### config.mk
export PLATFORM = sky130hd
export DESIGN_NAME = ipdr_mul
export DESIGN_NICKNAME = d
export VERILOG_FILES = /design/src/design/ipdr_pkg.sv /design/src/design/ipdr_mul.sv
export SDC_FILE = /design/constraint.sdc
export NUM_CORES = 2
export LEC_CHECK = 0
export ABC_AREA = 1
export BUFFER_PORTS_ARGS = -buffer_cell sky130_fd_sc_hd__buf_2
export CORE_MARGIN = 10
export CORE_UTILIZATION = 30
export CTS_BUF_LIST = sky130_fd_sc_hd__clkbuf_4 sky130_fd_sc_hd__clkbuf_8
export CTS_CLUSTER_DIAMETER = 80
export DETAILED_ROUTE_END_ITERATION = 6
export PLACE_DENSITY = 0.53
export SLEW_MARGIN = 20
export SYNTH_ARGS = -nofsm -noshare
export SYNTH_HDL_FRONTEND = slang
export SYNTH_SLANG_ARGS = --single-unit
### constraint.sdc
create_clock -name clock -period 7.5 [get_ports clock]
set_input_delay 1.125 -clock clock [delete_from_list [all_inputs] [get_ports clock]]
set_output_delay 1.125 -clock clock [all_outputs]
set_load 0.05 [all_outputs]
### src/design/ipdr_pkg.sv
`default_nettype none
package ipdr_pkg;

   localparam int FRAC_BITS_DEF    = 16;
   localparam int CORDIC_STEPS_DEF = 16;
   localparam int DT_BITS          = 16;
   localparam int WORD_W           = 32;
   localparam int NUM_ENTRIES      = 12;
   localparam int ADDR_W           = $clog2(NUM_ENTRIES);
   localparam int CSR_IDX_W        = 4;

   typedef logic signed [69:0] wide_type;
   typedef logic signed [32:0] opnd_type;
   typedef logic signed [65:0] prod_type;
   typedef logic signed [33:0] rot_type;

   // State memory map.
   localparam logic [ADDR_W-1:0] ST_PX = 4'd0;
   localparam logic [ADDR_W-1:0] ST_PY = 4'd1;
   localparam logic [ADDR_W-1:0] ST_HD = 4'd2;
   localparam logic [ADDR_W-1:0] ST_VX = 4'd3;
   localparam logic [ADDR_W-1:0] ST_VY = 4'd4;
   localparam logic [ADDR_W-1:0] ST_XX = 4'd5;
   localparam logic [ADDR_W-1:0] ST_XY = 4'd6;
   localparam logic [ADDR_W-1:0] ST_XH = 4'd7;
   localparam logic [ADDR_W-1:0] ST_YY = 4'd8;
   localparam logic [ADDR_W-1:0] ST_YH = 4'd9;
   localparam logic [ADDR_W-1:0] ST_HH = 4'd10;
   localparam logic [ADDR_W-1:0] ST_VV = 4'd11;

   // Configuration register indexes.
   localparam logic [CSR_IDX_W-1:0] CSR_IMU_PRESENT = 4'd0;
   localparam logic [CSR_IDX_W-1:0] CSR_ACC_BIAS_X  = 4'd1;
   localparam logic [CSR_IDX_W-1:0] CSR_ACC_BIAS_Y  = 4'd2;
   localparam logic [CSR_IDX_W-1:0] CSR_GYRO_BIAS   = 4'd3;
   localparam logic [CSR_IDX_W-1:0] CSR_GRAVITY_X   = 4'd4;
   localparam logic [CSR_IDX_W-1:0] CSR_GRAVITY_Y   = 4'd5;
   localparam logic [CSR_IDX_W-1:0] CSR_ACC_NOISE   = 4'd6;
   localparam logic [CSR_IDX_W-1:0] CSR_GYRO_NOISE  = 4'd7;

   localparam logic ACTION_INIT = 1'b0;

   localparam opnd_type K_TWO_OVER_PI = 33'sd683565276;
   localparam opnd_type K_HALF_PI     = 33'sd1686629713;
   localparam rot_type  K_INV_GAIN    = 34'sd652032874;
   localparam rot_type  K_Q30_ONE     = 34'sd1073741824;

   localparam wide_type W_MAX = 70'sd2147483647;
   localparam wide_type W_MIN = -70'sd2147483648;

   function automatic logic signed [31:0] sat32(wide_type x);
      logic signed [31:0] r;
      if (x > W_MAX) r = 32'sh7fffffff;
      else if (x < W_MIN) r = 32'sh80000000;
      else r = x[31:0];
      return r;
   endfunction

   function automatic logic signed [31:0] satu31(wide_type x);
      logic signed [31:0] r;
      if (x > W_MAX) r = 32'sh7fffffff;
      else if (x < 0) r = '0;
      else r = x[31:0];
      return r;
   endfunction

   // Round half up, then shift right arithmetically.
   function automatic wide_type rnd(wide_type x, int s);
      wide_type bias;
      bias = wide_type'(1) <<< (s - 1);
      return (x + bias) >>> s;
   endfunction

   function automatic rot_type atan_q30(int i);
      rot_type r;
      unique case (i)
         0:  r = 34'sd843314857;
         1:  r = 34'sd497837829;
         2:  r = 34'sd263043837;
         3:  r = 34'sd133525159;
         4:  r = 34'sd67021687;
         5:  r = 34'sd33543516;
         6:  r = 34'sd16775851;
         7:  r = 34'sd8388437;
         8:  r = 34'sd4194283;
         9:  r = 34'sd2097149;
         10: r = 34'sd1048576;
         11: r = 34'sd524288;
         12: r = 34'sd262144;
         13: r = 34'sd131072;
         14: r = 34'sd65536;
         15: r = 34'sd32768;
         16: r = 34'sd16384;
         17: r = 34'sd8192;
         18: r = 34'sd4096;
         19: r = 34'sd2048;
         20: r = 34'sd1024;
         21: r = 34'sd512;
         22: r = 34'sd256;
         23: r = 34'sd128;
         default: r = '0;
      endcase
      return r;
   endfunction

endpackage
`default_nettype wire

### src/design/ipdr_mul.sv
`default_nettype none
module ipdr_mul (
   input  logic               clock,
   input  logic               en,
   input  ipdr_pkg::opnd_type op_a,
   input  ipdr_pkg::opnd_type op_b,
   output ipdr_pkg::prod_type prod
);
   import ipdr_pkg::*;

   prod_type prod_ff;

   always_ff @(posedge clock) begin
      if (en) prod_ff <= op_a * op_b;
   end

   assign prod = prod_ff;
endmodule
`default_nettype wire

# After elaboration in Yosys (flattened, before gate mapping)
# Index checks and enable logic that the tools add are counted.
# word_totals
romBits	0
mem_count	0
mem_bits_rw	0
input_bits	68
word_cells	2
latch_bits	0
output_inout_bits	66
register_bits	66
# op_classes
n_mux	0
order_cmp	0
n_div	0
n_bitwise	0
eq_ne	0
n_shift	0
mul	1
reduce_logical	0
n_addsub	0
# ops
cell	n
multiplier 33 x 33 -> 66 bit	1

# Logic depth before layout (Yosys ltp)
# depth
word_depth	1
mapped_depth	34
ltp_nobuf	32

# Worst setup path after synthesis
# OpenSTA, ideal clock, no wires.
# synth_timing
path_kind	input to register
startpoint	input op_a[32]
endpoint	register prod_ff[60], in the netlist prod[60], data pin
required_ps	7247
setup_time_ps	253
setup_slack_ps	-521
arrival_ps	7768
path_buffers	2
cell_stages	23
path_cell_list	clkbuf_1 > clkbuf_1 > nand2_1 > inv_1 > fa_1 > fa_1 > fa_1 > fa_1 > inv_1 > fa_1 > fa_1 > fa_1 > fa_1 > inv_1 > ha_1 > nand2_1 > nor2_1 > inv_1 > nor3_1 > nand2_1 > and2_0 > nand4_1 > nand2_1
# synth_via
elab_chain_len	1
# synth_rtl
item	line	text
start, declared	ipdr_mul.sv:5	input ipdr_pkg::opnd_type op_a,
multiplier 33 x 33 -> 66 bit	ipdr_mul.sv:14	if (en) prod_ff <= op_a * op_b;
end signal, assigned	ipdr_mul.sv:14	
end, declared	ipdr_mul.sv:11	prod_type prod_ff;
# No other way between the ends.
# A chain may end at the register's enable or synchronous reset.

# Worst setup path after layout
# layout_timing
startpoint	input op_a[25]
endpoint	register prod_ff[55], in the netlist prod[55], data pin
# The elaborated chain is that of the path after synthesis.

==> flow_metrics.tcl <==
set metrics [dict create \
    final_common_cell "inv_1" \
    syn_avg_cell_area_um2 7.91 \
    critPathCaptureType "flop" \
    cp.arrival_ns 7.52 \
    tns_ns 0 \
    ios 134 \
    cp_top_family "adder cells" \
    yosys_most_used_dff "edfxtp_1" \
    ys_ff_latch 66 \
    timing.hold.ws_ns 1.52 \
    drive_gt1_share_pct 17.5 \
    worst_slew_pin_slew_ns 0.935 \
    drcViolationCount 0 \
    critPathBufInv 12 \
    rsz0062_at_grt "yes" \
    cts.hold.buffers_added 0 \
    clk_pin_slew_ns 0.07 \
    min_period_over_period_pct 98.8 \
    critPathMaxStageDelay_ns 0.57 \
    setup_viol 0 \
    clock-sinks 66 \
    yosysWarnings 0 \
    htreeDepth 3 \
    cts_tree "built" \
    die_w_um 402 \
    grt_max_degree 67 \
    relSlewSlack_pct 37.7 \
    synth_cell_types 35 \
    timing.critical_path.mode_cell "fa_1" \
    detailroute.via_count 34100 \
    worstHoldPathCells 2 \
    hold_end "prod[17]$_DFFE_PP_" \
    drt-total-wl_um 134000 \
    syn-num-nets 6973 \
    final_cell_mix "1848 x inv_1, 1444 x nand2_1, 1111 x fa_1, 428 x buf_4, 172 x ha_1" \
    grt_pass1_wl_um 211000 \
    cts_root_buf "clkbuf_8" \
    drt-vias-per-instance 4.34 \
    synth_largest_area_cell "fa_1" \
    gr-usage-all-layers_pct 16.7 \
    synth_edf_count 66 \
    wire_per_inst_um 17.1 \
    cts_made_buffers 9 \
    finalWeightedCongestion 0.914 \
    die_area_um2 162000 \
    hold_viol 0 \
    overflow 0 \
    required_ns 7.61 \
    coreArea_um2 145000 \
    cp_slowest_cell "fa_1" \
    dr.pass1.iters 6 \
    antenna_found_initial 7 \
    synth_async_sr_flop_share_pct 0 \
    fp-row-count 140 \
    maxCapViolCount 0 \
    worstPathMaxFanout 5 \
    netlist_instances 5543 \
    clock_path_buffers 2 \
    syn_area_um2 43800 \
    hold_path.class "input pin to flop" \
    crit_type "input pin to flop" \
    port_buffers 133 \
    dp_hpwl_um 120000 \
    synth_top_area_share_pct 52.3 \
    initial_core_util_pct 30.1 \
    grt_pass1_vias 36800 \
    die_y_um 402 \
    largest_reg_flops 66 \
    period_minus_slack_ns 7.41 \
    fmax_mhz 135 \
    synth-seq-area-share_pct 4.52 \
    drt-initial-drc-count 2181 \
    fin_nets 7368 \
    worst_setup_path_start_kind "input pin" \
    yosys-top-cells-area "fa_1 52%, inv_1 16%, nand2_1 13%" \
    final_max_slew_viol_count 0 \
    ant_nets 0 \
    hold_path.startpoint "en" \
    status "completed" \
    areaGrowthSynthToFinish_pct 20.3 \
]
==> final cells by class <==
class / count / area [um2]
fillers: 15200 / 92700
multi-input cells: 3319 / 35200
inverters: 1895 / 7120
repair buffers: 647 / 5780
well taps: 1917 / 2400
flip-flops and latches: 66 / 1980
clock buffers: 9 / 124
clock inverters: 6 / 58.8
diodes: 3 / 7.51
==> synth_stat cells (2+ instances only) <==
cell and instances:
edfxtp_1 66, nand3_2 8, o21ai_1 3, nor2_1 131, nand2_2 17, xor2_1 37, o21ai_0 19, ha_1 217
clkbuf_1 262, xnor2_1 4, o21bai_1 14, nand3_1 70, a21oi_1 61, or2_2 5, nand3b_1 3, nor4_1 4
inv_1 1894, nor3_1 7, a21oi_2 4, fa_1 1145, and2_1 2, nor2_2 20, a21o_1 2, nand2_1 1517
nand4_1 19, nor2_4 3
==> metrics by stage <==
stage               area (um2)  std cells  util, %  setup slack, ns
floorplan                44100       5543        -         -0.00497
global placement         50500       7816     34.8           -0.711
detailed placement       50500       7816     34.8           -0.716
CTS                      51000       7834     35.1         -0.00743
global route             52700       7860     36.3          -0.0599
finish                   52700       7862     36.3           0.0921
==> what timing repair did <==
action,4_1_cts,5_1_grt
resized for setup,81,391
setup endpoints to repair,41,47
pin swaps,10,158
buffers inserted,3,22
cloned,0,4
==> metal layers <==
layer,GRT usage (%),vias up,wire [um]
met3,2.03,172,6310
li1,-,15800,-
met2,29.6,789,66500
met4,4.66,4,4410
met5,0,-,22
met1,21.3,17300,57100
==> cells by family (layout without fill, tap and decap cells) <==
logic type	count (synthesis)	count (layout)	synth area share (%)
flip-flops	66	66	4.52
adder cells (fa/ha/maj)	1362	1362	58.5
AND/OR/NAND/NOR	1810	1810	16.3
buffers and inverters	2158	2557	18.5
XOR/XNOR	41	41	0.819
other	0	3	0
AO/OA/AOI/OAI	106	106	1.36
==> how the worst max path moves through the flow <==
stage,start,endpoint,slack [ns],cells after the start
finish,op_a[25],prod[55]$_DFFE_PP_,0.09,29
global route,op_a[32],prod[55]$_DFFE_PP_,-0.06,26
CTS,op_a[31],prod[37]$_DFFE_PP_,-0.007,28
detailed placement,op_a[30],prod[37]$_DFFE_PP_,-0.72,26
global placement,op_a[30],prod[37]$_DFFE_PP_,-0.71,26
floorplan,op_a[32],prod[65]$_DFFE_PP_,-0.005,25
Power is left out: the tool's default activity adds up to more than one toggle a clock period on the data nets, which glitch-free logic cannot reach.
