### src/design/ipdr_pkg.sv
`default_nettype none
package ipdr_pkg;

   localparam int FRAC_BITS_DEF    = 16;
   localparam int CORDIC_STEPS_DEF = 16;
   localparam int DT_BITS          = 16;
   localparam int WORD_W           = 32;
   localparam int NUM_ENTRIES      = 12;
   localparam int ADDR_W           = $clog2(NUM_ENTRIES);
   localparam int CSR_IDX_W        = 4;

   typedef logic signed [69:0] wide_type;
   typedef logic signed [32:0] opnd_type;
   typedef logic signed [65:0] prod_type;
   typedef logic signed [33:0] rot_type;

   // State memory map.
   localparam logic [ADDR_W-1:0] ST_PX = 4'd0;
   localparam logic [ADDR_W-1:0] ST_PY = 4'd1;
   localparam logic [ADDR_W-1:0] ST_HD = 4'd2;
   localparam logic [ADDR_W-1:0] ST_VX = 4'd3;
   localparam logic [ADDR_W-1:0] ST_VY = 4'd4;
   localparam logic [ADDR_W-1:0] ST_XX = 4'd5;
   localparam logic [ADDR_W-1:0] ST_XY = 4'd6;
   localparam logic [ADDR_W-1:0] ST_XH = 4'd7;
   localparam logic [ADDR_W-1:0] ST_YY = 4'd8;
   localparam logic [ADDR_W-1:0] ST_YH = 4'd9;
   localparam logic [ADDR_W-1:0] ST_HH = 4'd10;
   localparam logic [ADDR_W-1:0] ST_VV = 4'd11;

   // Configuration register indexes.
   localparam logic [CSR_IDX_W-1:0] CSR_IMU_PRESENT = 4'd0;
   localparam logic [CSR_IDX_W-1:0] CSR_ACC_BIAS_X  = 4'd1;
   localparam logic [CSR_IDX_W-1:0] CSR_ACC_BIAS_Y  = 4'd2;
   localparam logic [CSR_IDX_W-1:0] CSR_GYRO_BIAS   = 4'd3;
   localparam logic [CSR_IDX_W-1:0] CSR_GRAVITY_X   = 4'd4;
   localparam logic [CSR_IDX_W-1:0] CSR_GRAVITY_Y   = 4'd5;
   localparam logic [CSR_IDX_W-1:0] CSR_ACC_NOISE   = 4'd6;
   localparam logic [CSR_IDX_W-1:0] CSR_GYRO_NOISE  = 4'd7;

   localparam logic ACTION_INIT = 1'b0;

   localparam opnd_type K_TWO_OVER_PI = 33'sd683565276;
   localparam opnd_type K_HALF_PI     = 33'sd1686629713;
   localparam rot_type  K_INV_GAIN    = 34'sd652032874;
   localparam rot_type  K_Q30_ONE     = 34'sd1073741824;

   localparam wide_type W_MAX = 70'sd2147483647;
   localparam wide_type W_MIN = -70'sd2147483648;

   function automatic logic signed [31:0] sat32(wide_type x);
      logic signed [31:0] r;
      if (x > W_MAX) r = 32'sh7fffffff;
      else if (x < W_MIN) r = 32'sh80000000;
      else r = x[31:0];
      return r;
   endfunction

   function automatic logic signed [31:0] satu31(wide_type x);
      logic signed [31:0] r;
      if (x > W_MAX) r = 32'sh7fffffff;
      else if (x < 0) r = '0;
      else r = x[31:0];
      return r;
   endfunction

   // Round half up, then shift right arithmetically.
   function automatic wide_type rnd(wide_type x, int s);
      wide_type bias;
      bias = wide_type'(1) <<< (s - 1);
      return (x + bias) >>> s;
   endfunction

   function automatic rot_type atan_q30(int i);
      rot_type r;
      unique case (i)
         0:  r = 34'sd843314857;
         1:  r = 34'sd497837829;
         2:  r = 34'sd263043837;
         3:  r = 34'sd133525159;
         4:  r = 34'sd67021687;
         5:  r = 34'sd33543516;
         6:  r = 34'sd16775851;
         7:  r = 34'sd8388437;
         8:  r = 34'sd4194283;
         9:  r = 34'sd2097149;
         10: r = 34'sd1048576;
         11: r = 34'sd524288;
         12: r = 34'sd262144;
         13: r = 34'sd131072;
         14: r = 34'sd65536;
         15: r = 34'sd32768;
         16: r = 34'sd16384;
         17: r = 34'sd8192;
         18: r = 34'sd4096;
         19: r = 34'sd2048;
         20: r = 34'sd1024;
         21: r = 34'sd512;
         22: r = 34'sd256;
         23: r = 34'sd128;
         default: r = '0;
      endcase
      return r;
   endfunction

endpackage
`default_nettype wire

### src/design/ipdr_state_mem.sv
`default_nettype none
module ipdr_state_mem (
   input  logic                                clock,
   input  logic                                reset,
   input  logic                                wr_en,
   input  logic [ipdr_pkg::ADDR_W-1:0]         wr_addr,
   input  logic [ipdr_pkg::WORD_W-1:0]         wr_data,
   input  logic [ipdr_pkg::ADDR_W-1:0]         rd_addr,
   output logic [ipdr_pkg::WORD_W-1:0]         rd_data
);
   import ipdr_pkg::*;

   logic [WORD_W-1:0]      mem_ff [NUM_ENTRIES];
   logic [NUM_ENTRIES-1:0] valid_ff;
   logic [WORD_W-1:0]      rd_q_ff;
   logic                   rd_vld_ff;

   // An entry that was never written reads as zero.
   always_ff @(posedge clock) begin
      if (reset) begin
         valid_ff  <= '0;
         rd_vld_ff <= 1'b0;
      end else begin
         if (wr_en) valid_ff[wr_addr] <= 1'b1;
         if (rd_addr < ADDR_W'(NUM_ENTRIES)) rd_vld_ff <= valid_ff[rd_addr];
         else rd_vld_ff <= 1'b0;
      end
   end

   always_ff @(posedge clock) begin
      if (wr_en) mem_ff[wr_addr] <= wr_data;
      if (rd_addr < ADDR_W'(NUM_ENTRIES)) rd_q_ff <= mem_ff[rd_addr];
   end

   assign rd_data = rd_vld_ff ? rd_q_ff : '0;
endmodule
`default_nettype wire

### config.mk
export PLATFORM = sky130hd
export DESIGN_NAME = ipdr_state_mem
export DESIGN_NICKNAME = d
export VERILOG_FILES = /design/src/design/ipdr_pkg.sv /design/src/design/ipdr_state_mem.sv
export SDC_FILE = /design/constraint.sdc
export NUM_CORES = 1
export LEC_CHECK = 0
export ABC_CLOCK_PERIOD_IN_PS = 5900
export BUFFER_PORTS_ARGS = -buffer_cell sky130_fd_sc_hd__buf_2
export CAP_MARGIN = 20
export CELL_PAD_IN_SITES_DETAIL_PLACEMENT = 0
export CELL_PAD_IN_SITES_GLOBAL_PLACEMENT = 2
export CORE_ASPECT_RATIO = 0.75
export CORE_UTILIZATION = 35
export DETAILED_ROUTE_END_ITERATION = 10
export GPL_ROUTABILITY_DRIVEN = 0
export GPL_TIMING_DRIVEN = 0
export PLACE_DENSITY = 0.58
export SYNTH_ARGS = -nofsm -noshare
export SYNTH_HDL_FRONTEND = slang
export SYNTH_SLANG_ARGS = --single-unit
### constraint.sdc
create_clock -name clock -period 5.9 [get_ports clock]
set_clock_uncertainty 0.15 [all_clocks]
set_input_delay 0.295 -clock clock [delete_from_list [all_inputs] [get_ports clock]]
set_output_delay 0.295 -clock clock [all_outputs]
set_load 0.03 [all_outputs]
### Word level (Yosys, flattened, before mapping)

Memory sizes are Yosys's and may differ from the RTL's. A register that Yosys moved wholly into a read port is not among the register bits.
Cells that the tools add are included.

* add/subtract/negate cells: 0
* multipliers: 0
* div/mod/pow operators: 0
* magnitude comparators: 4
* eq/ne operators: 0
* shift operators: 0
* multiplexer cells: 7
* bitwise gates (word level): 2
* reductions and logical operators: 2

Operator list (number)
* two-way mux 32 bit: 1
* bitwise OR 12 bit: 1
* less-than comparator 4 x 5 -> 1 bit (second input constant): 2
* binary-select mux 1 bit (select 4 bit): 1
* demux 1 bit (select 4 bit): 1
* greater-or-equal comparator 4 x 1 -> 1 bit (second input constant): 1
* less-than comparator 4 bit (second input constant): 1
* two-way mux 1 bit: 4
* OR reduction 2 bit: 1
* logical AND 1 bit: 1
* NOT 1 bit: 1

* register bits: 13
* latch bits: 0
* RAM bits: 384
* bits in read-only memories: 0
* bits of input ports: 43
* output and inout port bits: 32
* word-level logic and storage cells: 18
* memories: 1

Memory list
* mem_ff: depth 12, bits a word 32, read ports 1, clocked after memory_dff 1, wr ports 1, RTL line ipdr_state_mem.sv:13 `logic [WORD_W-1:0] mem_ff [NUM_ENTRIES];`

### Depth between registers and ports, before layout

* depth in word-level cells: 5
* gate-level depth with buffers: 6
* depth with buffers taken out: 3

### Worst setup path before layout

OpenSTA, ideal clock, no wires.

* path kind: input port to flip-flop
* start: input wr_addr[1] (netlist bit)
* end: memory mem_ff[1][0], enable pin
* setup time: 505 ps
* data arrival time: 3727 ps
* data required time: 5245 ps
* setup slack: 1518 ps
* cell stages on the path: 2
* path buffers: 1
* path through: clkbuf_1 nor4_1

RTL lines
* start, declared: RTL line ipdr_state_mem.sv:6 `input logic [ipdr_pkg::ADDR_W-1:0] wr_addr,`
* end, declared: RTL line ipdr_state_mem.sv:13

Straight into the memory's write port.

### Final worst setup path

* start: register rd_vld_ff
* end: output rd_data[5] (netlist bit)

* word-level cells in the longest chain between the ends: 1

Ends and longest elaborated chain
* start, declared: RTL line ipdr_state_mem.sv:16 `logic rd_vld_ff;`
* start signal, assigned: RTL line ipdr_state_mem.sv:25 `if (rd_addr < ADDR_W'(NUM_ENTRIES)) rd_vld_ff <= valid_ff[rd_addr];`
* two-way mux 32 bit: RTL line ipdr_state_mem.sv:35 `assign rd_data = rd_vld_ff ? rd_q_ff : '0;`
* end, declared: RTL line ipdr_state_mem.sv:9 `output logic [ipdr_pkg::WORD_W-1:0] rd_data`

Every way passes these cells.

==> flow_summary.ini <==
[synth]
syn_inst = 743
synthTopCellsByCount = edfxtp_1 (416), mux4_2 (98), nand2_1 (37)
ys_types = 27
yosysSeqAreaShare = 0.782
synth_top_area_share = 0.766
synth_warnings = 0
synthFlopType = edfxtp_1
syn_area_sq_um = 16300
synthesis.nets = 786
ys_ff_latch = 429
synth_top_cell_by_area = edfxtp_1
synth.most_common_cell = edfxtp_1
avgSynthCellArea_sq_um = 21.9
synth_edf_count = 416
async_flop_share = 0
yosys-top-cells-area = edfxtp_1 (77%), mux4_2 (14%), mux2i_1 (2.0%), dfxtp_1 (1.6%), and2_1 (1.2%)

[global_route]
first_global_vias = 8341
grt.overflow.total = 0
grt_pass1_wl_microns = 55600
grt_start_max_net_pins = 22
track_usage = 0.164
antenna_found_initial = 2

[cts]
cts_resized = 0
path_clk_slew_ns = 0.06
htree_levels = 2
clkLatencyLatePin_ns = 0.55
cts_setup_buffers = 0
cts_num_sinks = 429
cts_buffer_depth = 3
root_buffer = clkbuf_16
cts_tree = done
cts_hold_buf = 36
cts_made_buffers = 43

[cells_and_area]
fin_area_sq_um = 19700
final_nets = 977
drive_above_1_share = 0.318
area_growth_pct = 20.6
fillers = 4023
post-route-util = 0.428

[power_and_ir_drop]
p_leak_uw = 0.00654
ir_worst_vdd_v = 0.000193
powerDensity_nw_per_um2 = 330

[routing]
wirelength_microns = 37700
wire_per_inst_microns = 24.2
vias = 7774
dr.pass1.iters = 5
drt_iter0_drc = 664
viasPerCell = 4.99
drcViolationCount = 0
antenna_left = 0

[sta]
max_freq_mhz = 386
finalSetupViolations = 0
layout_worst_path_cycle_share = 0.439
fin_crit_ns = 2.59
rsz0062_at_grt = false
worst_pin_slew_ns = 1.03
hold_ws_ns = 0.0512
finalHoldViolCount = 0
slew_violations = 0
relSlewSlack = 0.310

[floorplan]
die_y_microns = 189
ios = 75
initial_core_util = 0.355
core_area_sq_um = 45900
rows = 68
fp.dieArea_sq_um = 47400
die_w_microns = 251

[setup_path]
critPathRequiredTime_ns = 5.45
slowest_stage = clkbuf_1
crit_path_cell_trace = clkbuf_1 -> and2_1 -> buf_2
cp_max_fo = 10
cp-start-kind = flip-flop
crit_path_end_kind = output port
arrival_ns = 2.15
setup.worst_path.class = reg2out
max_stage_delay_ns = 0.57

[worst_hold_path]
hold_path_class = in2reg

[job]
max_cap_violations = 0

[place]
dp_hpwl_microns = 24800
portBuffers = 69
post_dp_cell_area_sq_um = 17900

[status]
run_status = finished, final reports clean
==> final cells by class <==
type,instances,area [sq um],area share
Antenna cell,1,2.50,0.000127
Buffer,40,236,0.0120
Clock buffer,54,1120,0.0568
Clock inverter,18,240,0.0122
Inverter,1,3.75,0.000191
Multi-Input combinational cell,273,3380,0.172
Sequential cell,429,12800,0.649
Tap cell,595,744,0.0379
Timing Repair Buffer,146,1180,0.0599
==> registers in the layout (all words and copies together) (netlist names) <==
signal	count
valid_ff	12
rd_vld_ff	1
rd_q_ff	32
mem_ff	384
==> cell families (layout without fill, tap and decap cells) <==
group | after synthesis | in the layout | share of synthesized area
buf+inv | 41 | 259 | 0.0147
other cells | 0 | 1 | 0
flops | 429 | 429 | 0.782
compound gates | 46 | 46 | 0.0175
mux | 132 | 132 | 0.156
simple gates | 95 | 95 | 0.0289
==> worst max-delay path: cells and delay by family (launching register included) <==
kind	cells	cell delay (ns)
buffers and inverters	2	0.79
flip-flops	1	0.52
AND/OR/NAND/NOR	1	0.29
==> through the flow <==
| stage | power [uW] | setup TNS (ns) | setup WS, ns | std cells |
|---|---|---|---|---|
| 2_1_floorplan | 3710 | 0 | 1.52 | 743 |
| 3_3_place_gp | 3840 | -333.48 | -2.88 | 1407 |
| 3_5_place_dp | 3860 | 0 | 2.97 | 1448 |
| 4_1_cts | 6560 | 0 | 3.24 | 1556 |
| 5_1_grt | 6700 | 0 | 3.18 | 1557 |
| 6_report | 6480 | 0 | 3.31 | 1557 |
==> worst paths after layout <==
check | startpoint | end | slack [ns] | cells past startpoint
setup / recovery | rd_vld_ff$_SDFF_PP0_ | rd_data[5] | 3.31 | 3
hold / removal | rd_addr[3] | rd_vld_ff$_SDFF_PP0_ | 0.05 | 3
setup reg to reg | mem_ff[0][0]$_DFFE_PP_ | rd_q_ff[0]$_DFFE_PN_ | 4.34 | 3
hold reg to reg | valid_ff[6]$_SDFFE_PP0P_ | valid_ff[6]$_SDFFE_PP0P_ | 0.33 | 2
==> cells in the final DEF, fill, tap and decap left out, types with 2 or more instances in the layout <==
cell           instances
o21ai_1               32
buf_1                  4
and2_1                32
bufinv_16              6
nor2_1                 5
dfxtp_1               13
buf_12                 3
edfxtp_1             416
dlygate4sd3_1         36
clkbuf_16             43
a41oi_1                2
o21ba_2                8
buf_2                 81
nor4_2                 2
mux2i_1               33
mux4_2                98
clkinv_1               8
nor3_2                 6
nand2b_1               4
a31oi_1                2
nand2_1               36
clkbuf_1              24
buf_16                 2
nor2_4                 4
buf_6                 31
buf_4                 16
nor2b_1                2
==> metal layers <==
layer	vias to the layer above	track usage	wire [microns]
li1	3448	-	-
met1	4130	0.227	17300
met2	144	0.273	18400
met3	52	0.0252	1260
met4	0	0.0422	717
met5	-	0	0
==> report_power, final <==
group	switching [uW]	internal (uW)	total (uW)	leakage, uW
Sequential	20.2	3430	3450	0.00391
Clock	1080	1600	2680	0.000653
Combinational	203	151	353	0.00198
Total	1310	5180	6480	0.00654
No activity file was read; power rests on OpenSTA's default activity.
