[src/design/ipdr_pkg.sv]
`default_nettype none
package ipdr_pkg;

   localparam int FRAC_BITS_DEF    = 16;
   localparam int CORDIC_STEPS_DEF = 16;
   localparam int DT_BITS          = 16;
   localparam int WORD_W           = 32;
   localparam int NUM_ENTRIES      = 12;
   localparam int ADDR_W           = $clog2(NUM_ENTRIES);
   localparam int CSR_IDX_W        = 4;

   typedef logic signed [69:0] wide_type;
   typedef logic signed [32:0] opnd_type;
   typedef logic signed [65:0] prod_type;
   typedef logic signed [33:0] rot_type;

   // State memory map.
   localparam logic [ADDR_W-1:0] ST_PX = 4'd0;
   localparam logic [ADDR_W-1:0] ST_PY = 4'd1;
   localparam logic [ADDR_W-1:0] ST_HD = 4'd2;
   localparam logic [ADDR_W-1:0] ST_VX = 4'd3;
   localparam logic [ADDR_W-1:0] ST_VY = 4'd4;
   localparam logic [ADDR_W-1:0] ST_XX = 4'd5;
   localparam logic [ADDR_W-1:0] ST_XY = 4'd6;
   localparam logic [ADDR_W-1:0] ST_XH = 4'd7;
   localparam logic [ADDR_W-1:0] ST_YY = 4'd8;
   localparam logic [ADDR_W-1:0] ST_YH = 4'd9;
   localparam logic [ADDR_W-1:0] ST_HH = 4'd10;
   localparam logic [ADDR_W-1:0] ST_VV = 4'd11;

   // Configuration register indexes.
   localparam logic [CSR_IDX_W-1:0] CSR_IMU_PRESENT = 4'd0;
   localparam logic [CSR_IDX_W-1:0] CSR_ACC_BIAS_X  = 4'd1;
   localparam logic [CSR_IDX_W-1:0] CSR_ACC_BIAS_Y  = 4'd2;
   localparam logic [CSR_IDX_W-1:0] CSR_GYRO_BIAS   = 4'd3;
   localparam logic [CSR_IDX_W-1:0] CSR_GRAVITY_X   = 4'd4;
   localparam logic [CSR_IDX_W-1:0] CSR_GRAVITY_Y   = 4'd5;
   localparam logic [CSR_IDX_W-1:0] CSR_ACC_NOISE   = 4'd6;
   localparam logic [CSR_IDX_W-1:0] CSR_GYRO_NOISE  = 4'd7;

   localparam logic ACTION_INIT = 1'b0;

   localparam opnd_type K_TWO_OVER_PI = 33'sd683565276;
   localparam opnd_type K_HALF_PI     = 33'sd1686629713;
   localparam rot_type  K_INV_GAIN    = 34'sd652032874;
   localparam rot_type  K_Q30_ONE     = 34'sd1073741824;

   localparam wide_type W_MAX = 70'sd2147483647;
   localparam wide_type W_MIN = -70'sd2147483648;

   function automatic logic signed [31:0] sat32(wide_type x);
      logic signed [31:0] r;
      if (x > W_MAX) r = 32'sh7fffffff;
      else if (x < W_MIN) r = 32'sh80000000;
      else r = x[31:0];
      return r;
   endfunction

   function automatic logic signed [31:0] satu31(wide_type x);
      logic signed [31:0] r;
      if (x > W_MAX) r = 32'sh7fffffff;
      else if (x < 0) r = '0;
      else r = x[31:0];
      return r;
   endfunction

   // Round half up, then shift right arithmetically.
   function automatic wide_type rnd(wide_type x, int s);
      wide_type bias;
      bias = wide_type'(1) <<< (s - 1);
      return (x + bias) >>> s;
   endfunction

   function automatic rot_type atan_q30(int i);
      rot_type r;
      unique case (i)
         0:  r = 34'sd843314857;
         1:  r = 34'sd497837829;
         2:  r = 34'sd263043837;
         3:  r = 34'sd133525159;
         4:  r = 34'sd67021687;
         5:  r = 34'sd33543516;
         6:  r = 34'sd16775851;
         7:  r = 34'sd8388437;
         8:  r = 34'sd4194283;
         9:  r = 34'sd2097149;
         10: r = 34'sd1048576;
         11: r = 34'sd524288;
         12: r = 34'sd262144;
         13: r = 34'sd131072;
         14: r = 34'sd65536;
         15: r = 34'sd32768;
         16: r = 34'sd16384;
         17: r = 34'sd8192;
         18: r = 34'sd4096;
         19: r = 34'sd2048;
         20: r = 34'sd1024;
         21: r = 34'sd512;
         22: r = 34'sd256;
         23: r = 34'sd128;
         default: r = '0;
      endcase
      return r;
   endfunction

endpackage
`default_nettype wire

[src/design/ipdr_cordic.sv]
`default_nettype none
module ipdr_cordic #(
   parameter int CORDIC_STEPS = ipdr_pkg::CORDIC_STEPS_DEF
) (
   input  logic                clock,
   input  logic                reset,
   input  logic                start,
   input  ipdr_pkg::rot_type   z0,
   output logic                done,
   output logic signed [31:0]  cos_q30,
   output logic signed [31:0]  sin_q30
);
   import ipdr_pkg::*;

   localparam int CNT_W = $clog2(CORDIC_STEPS);

   logic             busy_ff, busy_in;
   logic             done_ff, done_in;
   logic [CNT_W-1:0] cnt_ff, cnt_in;
   rot_type          x_ff, x_in, y_ff, y_in, z_ff, z_in;

   always_comb begin
      rot_type dx, dy, ang;
      dx      = y_ff >>> cnt_ff;
      dy      = x_ff >>> cnt_ff;
      ang     = atan_q30(int'(cnt_ff));
      busy_in = busy_ff;
      done_in = 1'b0;
      cnt_in  = cnt_ff;
      x_in    = x_ff;
      y_in    = y_ff;
      z_in    = z_ff;
      if (start) begin
         busy_in = 1'b1;
         cnt_in  = '0;
         x_in    = K_INV_GAIN;
         y_in    = '0;
         z_in    = z0;
      end else if (busy_ff) begin
         if (z_ff >= 0) begin
            x_in = x_ff - dx;
            y_in = y_ff + dy;
            z_in = z_ff - ang;
         end else begin
            x_in = x_ff + dx;
            y_in = y_ff - dy;
            z_in = z_ff + ang;
         end
         cnt_in = cnt_ff + 1'b1;
         if (cnt_ff == CNT_W'(CORDIC_STEPS - 1)) begin
            busy_in = 1'b0;
            done_in = 1'b1;
         end
      end
   end

   always_ff @(posedge clock) begin
      if (reset) begin
         busy_ff <= 1'b0;
         done_ff <= 1'b0;
      end else begin
         busy_ff <= busy_in;
         done_ff <= done_in;
      end
      cnt_ff <= cnt_in;
      x_ff   <= x_in;
      y_ff   <= y_in;
      z_ff   <= z_in;
   end

   always_comb begin
      if (x_ff > K_Q30_ONE) cos_q30 = K_Q30_ONE[31:0];
      else if (x_ff < -K_Q30_ONE) cos_q30 = 32'(-K_Q30_ONE);
      else cos_q30 = x_ff[31:0];
      if (y_ff > K_Q30_ONE) sin_q30 = K_Q30_ONE[31:0];
      else if (y_ff < -K_Q30_ONE) sin_q30 = 32'(-K_Q30_ONE);
      else sin_q30 = y_ff[31:0];
   end

   assign done = done_ff;
endmodule
`default_nettype wire

[config.mk]
export PLATFORM = sky130hd
export DESIGN_NAME = ipdr_cordic
export DESIGN_NICKNAME = d
export VERILOG_FILES = /design/src/design/ipdr_pkg.sv /design/src/design/ipdr_cordic.sv
export SDC_FILE = /design/constraint.sdc
export NUM_CORES = 1
export LEC_CHECK = 0
export BUFFER_PORTS_ARGS = -buffer_cell sky130_fd_sc_hd__buf_2
export CORE_MARGIN = 1
export CORE_UTILIZATION = 60
export CTS_BUF_LIST = sky130_fd_sc_hd__clkbuf_16
export DETAILED_ROUTE_END_ITERATION = 8
export GPL_ROUTABILITY_DRIVEN = 0
export PLACE_DENSITY = 0.9
export SETUP_SLACK_MARGIN = 0.05
export SYNTH_ARGS = -nofsm -noshare
export SYNTH_HDL_FRONTEND = slang
export SYNTH_SLANG_ARGS = --single-unit
export TNS_END_PERCENT = 50
[constraint.sdc]
create_clock -name clock -period 19.8 [get_ports clock]
set_input_delay 3.96 -clock clock [delete_from_list [all_inputs] [get_ports clock]]
set_output_delay 3.96 -clock clock [all_outputs]
set_load 0.01 [all_outputs]
== Word-level counts from Yosys, hierarchy flattened ==
Memory sizes are Yosys's and may differ from the RTL's. A register that Yosys moved wholly into a read port is not among the register bits.
Index checks and enable logic that the tools add are counted.

* Magnitude comparators: 5
* Shift operators: 2
* Reduce and logical (&&, ||, !) cells: 2
* Muxes and demuxes: 15
* Add/sub/neg operators: 7
* Eq/ne operators: 1
* Bitwise logic cells: 1

{| class="wikitable"
|+ Operators with widths
! cell !! number
|-
| 2-to-1 mux 34 bit || 5
|-
| 2-to-1 mux 32 bit || 4
|-
| adder 34 bit || 3
|-
| subtractor 34 bit || 3
|-
| > comparator 34 x 32 -> 1 bit (second input constant) || 2
|-
| < comparator 34 x 31 -> 1 bit (second input constant) || 2
|-
| >>> shifter 34 x 4 -> 34 bit || 2
|-
| greater-or-equal comparator 34 x 1 -> 1 bit (second input constant) || 1
|-
| 2-to-1 mux 4 bit || 2
|-
| adder 4 x 1 -> 4 bit (second input constant) || 1
|-
| equality test 4 bit (second input constant) || 1
|-
| 2-to-1 mux 1 bit || 4
|-
| OR reduction 3 bit || 1
|-
| nonzero test 2 bit || 1
|-
| NOT 1 bit || 1
|}

* Memories kept: 1
* Logic and storage cells: 40
* Output and inout bits: 65
* Bits of input ports: 37
* Flip-flop bits (word level): 108
* ROM bits: 480

{| class="wikitable"
|+ Memories
! name !! words !! width !! rd ports !! clocked after Yosys merged registers in !! write ports !! line !! text
|-
| (name not given) || 16 || 30 || 1 || 1 || 0 || ipdr_pkg.sv:76 || <nowiki>unique case (i)</nowiki>
|}

== Longest topological paths before layout ==
* Depth after elaboration: 4
* Depth in mapped cells: 29
* Mapped depth without buffers: 23

== Worst setup path before layout ==
No wires, ideal clock.

* Path type: reg2reg
* Start point: reg cnt_ff[0]
* End point: reg y_ff[33]
* Clock period less this slack: 6.240 ns
* Arrival: 6.116 ns
* Cell stages (with the launch flop): 27
* Setup time: 0.124 ns
* Data required time: 19.676 ns
* Path buffers: 7
* Slack: 13.560 ns
* Path through: dfxtp_1 > buf_2 > buf_2 > clkbuf_1 > buf_2 > buf_2 > buf_1 > buf_1 > a21oi_1 > o21a_1 > ha_1 > nand2_1 > nand4bb_1 > nand2b_1 > o21ai_0 > xnor2_1 > ha_1 > and3_1 > nand4_1 > or4b_2 > and4_1 > nor3_1 > o21bai_1 > a21oi_1 > nor4_1 > nor4_1 > nand2_1

* Longest elaborated chain between the ends: 3
* Elaborated cells on any way between the ends: 4
* Those cells by class: add/sub (2); shift (1); mux (1)

{| class="wikitable"
|+ RTL lines
! item !! line !! text
|-
| start, declared || ipdr_cordic.sv:19 || <nowiki>logic [CNT_W-1:0] cnt_ff, cnt_in;</nowiki>
|-
| start signal, assigned || ipdr_cordic.sv:65 || <nowiki>cnt_ff <= cnt_in;</nowiki>
|-
| >>> shifter 34 x 4 -> 34 bit * || ipdr_cordic.sv:25 || <nowiki>dy = x_ff >>> cnt_ff;</nowiki>
|-
| subtractor 34 bit or adder 34 bit (tied branches) || ipdr_cordic.sv:46, ipdr_cordic.sv:42 ||
|-
| 2-to-1 mux 34 bit * || ipdr_cordic.sv:40 || <nowiki>if (z_ff >= 0) begin</nowiki>
|-
| end signal, assigned || ipdr_cordic.sv:67 || <nowiki>y_ff <= y_in;</nowiki>
|-
| end, declared || ipdr_cordic.sv:20 || <nowiki>rot_type x_ff, x_in, y_ff, y_in, z_ff, z_in;</nowiki>
|}

Every way passes the cells marked *; elsewhere a longest branch is shown, timed or not.
A chain may end at the register's enable or synchronous reset.

== Worst setup path after layout ==
* Start point: reg cnt_ff[1]
* End point: reg y_ff[33]

Same word-level chain as after synthesis.

==> impl_metrics.toml <==
[yosys]
ys.flop_type = "dfxtp_1"
synth_cells = 2067
synth_enable_flop_cells = 34
synth-simple-area-share_pct = 21.73
synth_cell_types = 91
synth_seq_area_share_pct = 18.42
yosys.area.top_type = "dfxtp_1"
synth_area_leaders = "dfxtp_1, mux4_2, ha_1"
syn-num-nets = 2217
async_flop_share_pct = 0
synthXorXnorAreaFrac_pct = 8.534
avgSynthCellArea_um2 = 8.044
ys_warn_count = 0
synth_top_family_by_area = "compound AO/OA/AOI/OAI gates"
synth_top_area_share_pct = 12.28
synthTopCellsByCount = "nand2_1, nor2_1, a21oi_1"
synthMuxAreaShare_pct = 15.09
synth_adder_area_share_pct = 8.639
synth-compound-area-share_pct = 23.15
ys_seq_elements = 136
synth_area_mm2 = 0.01663
synthMostInstantiatedCell = "nand2_1"

[sta]
final_hold_viol_count = 0
slew_headroom_pct = 39.42
fin_crit_ns = 7.453
finalSetupViolCount = 0
clock_skew_ns = 0.01282
worst_pin_slew_ns = 0.9087
max_clock_freq_mhz = 134.2
fin_setup_tns_ns = 0
slew_viol_final = 0
finalCritPeriodShare_pct = 37.64
rsz0062_at_grt = "false"

[worst_hold_path]
hold_path.class = "reg2reg"

[clock_network]
cts_hold_buf = 0
cts_tree = "yes"
clkTransAtPathRegs_ns = 0.07
cts_buffer_depth = 2
clock_latency_ns = 0.44
cts_resized = 0
clock_sinks = 136
h-tree-depth = 4
cts_root_buf = "clkbuf_16"
numCtsBuffers = 17
post-cts-setup-buffers = 0

[global_routing]
grt-ovfl-total = 0
grt_pass1_vias = 15780
grt_pass1_wl_um = 79440
grt_antenna_before_repair = 1
track_usage_pct = 34.38
grt_max_degree = 92

[detailed_routing]
wl_per_cell_um = 20.34
dr.pass1.iters = 7
vias = 17090
drc = 0
drt_iter0_drc = 2642
drtAntennaViolNets = 0
vias_per_cell = 6.940
wirelength_um = 50070

[floorplanning]
coreArea_mm2 = 0.02710
rows = 60
die_h_um = 168.5
die_w_um = 168.5
initial_core_util_pct = 61.35
dieArea_mm2 = 0.02838
io_pins = 102

[power]
combinationalPowerShare_pct = 73.9
pwr-share-seq_pct = 16.4
clock_power_share_pct = 9.8
ir_drop_mv = 0.1350
p_int_mw = 1.763
power_density_mw_per_mm2 = 203.9
p_leak_nw = 7.445
p_switching_mw = 1.874
switching_share_pct = 51.52

[worst_setup_path]
path_max_fanout = 66
setup.worst_path.end_class = "flop"
cp-start-kind = "flop"
arrival_ns = 7.77
required_ns = 20.11
path_class = "reg2reg"

[cells_and_area]
final_area_mm2 = 0.01784
fillers = 2106
drive_above_1_share_pct = 14.12
ff_latch_area_mm2 = 0.003074
layout.nets = 2226
area_delta_synth_final_pct = 7.278
multiInputGateArea_mm2 = 0.01284

[job]
maxCapViolations = 0

[placed_design]
portBuffers = 101
place_hpwl_um = 34860
placed_area_mm2 = 0.01720

[run_status]
status = "finished, final reports clean"
## critical path: stages (launching register included)
cell,delay (ns)
dfxtp_4,0.70
buf_4,0.79
mux4_2,0.63
mux2_2,0.32
mux2_2,0.31
or2_2,0.33
nand4bb_1,0.29
nand2b_1,0.32
o21ai_0,0.24
xnor2_1,0.12
ha_1,0.41
and3_1,0.23
nand4_1,0.12
or4b_2,0.66
and4_1,0.24
nor3_1,0.44
o21bai_1,0.19
a21oi_1,0.41
nor4_1,0.13
nor4_1,0.32
nand2_1,0.08
## area by class of cell
class                      instances  area share, %
multi-input combinational       1753          71.98
sequential                       136          17.24
timing repair buffer             117          3.522
tap                              372          2.610
clock buffer                      18          2.525
inverter                          51          1.073
clock inverter                    14          1.038
antenna                            1        0.01403
## final timing paths
path	cells past startpoint	slack, ns	from	end
max reg2reg	20	12.35	cnt_ff[1]	y_ff[33]
max	20	12.35	cnt_ff[1]	y_ff[33]
min reg2reg	2	0.54	x_ff[0]	x_ff[0]
min	2	0.54	x_ff[0]	x_ff[0]
## metrics by stage
| step | hold slack (ns) | power [mW] | utilization, % | setup WS (ns) | instances |
|---|---|---|---|---|---|
| CTS | 0.5331 | 3.544 | 65.80 | 12.43 | 2461 |
| global route | 0.5639 | 3.882 | 65.80 | 11.91 | 2461 |
| floorplan | 0.4779 | 2.564 | - | 13.56 | 2067 |
| detailed placement | 0.5102 | 3.152 | 63.46 | 12.50 | 2429 |
| global placement | 0.5033 | 3.050 | 63.46 | 12.79 | 2429 |
| finish | 0.5415 | 3.637 | 65.81 | 12.35 | 2462 |
## kinds of logic after synthesis
family / count (synthesis)
AND/OR/NAND/NOR: 718
AO/OA/AOI/OAI: 597
buffers and inverters: 178
multiplexers: 163
XOR/XNOR: 162
flip-flops: 136
adder cells (fa/ha/maj): 113
## placed cells by master (no fill, tap or decap), types with 48 or more instances in the layout
master	instances
a21o_1	51
o21ai_0	145
inv_1	48
mux2i_1	59
xor2_1	80
nand2_1	208
dfxtp_1	97
a21oi_1	164
buf_2	100
xnor2_1	82
nor2_1	169
mux4_2	66
nor2b_1	81
ha_1	110
## power by group through the flow
| stage | sequential (mW) | clock, mW | combinational [mW] |
|---|---|---|---|
| after floorplan | 0.471 | 0 | 2.09 |
| final | 0.595 | 0.355 | 2.69 |
| after global placement | 0.572 | 0 | 2.48 |
| after global routing | 0.595 | 0.367 | 2.92 |
| after CTS | 0.575 | 0.355 | 2.61 |
| after detailed placement | 0.577 | 0 | 2.57 |
## per-layer routing
metal | GRT usage [%] | vias up | share of wire [%]
met1 | 45.47 | 7810 | 38
met3 | 7.038 | 278 | 13
li1 | - | 7700 | -
met4 | 16.28 | 0 | 4.5
met2 | 53.83 | 1299 | 44
met5 | 0 | - | 0
Note: power is estimated with default switching activity, not from simulation.
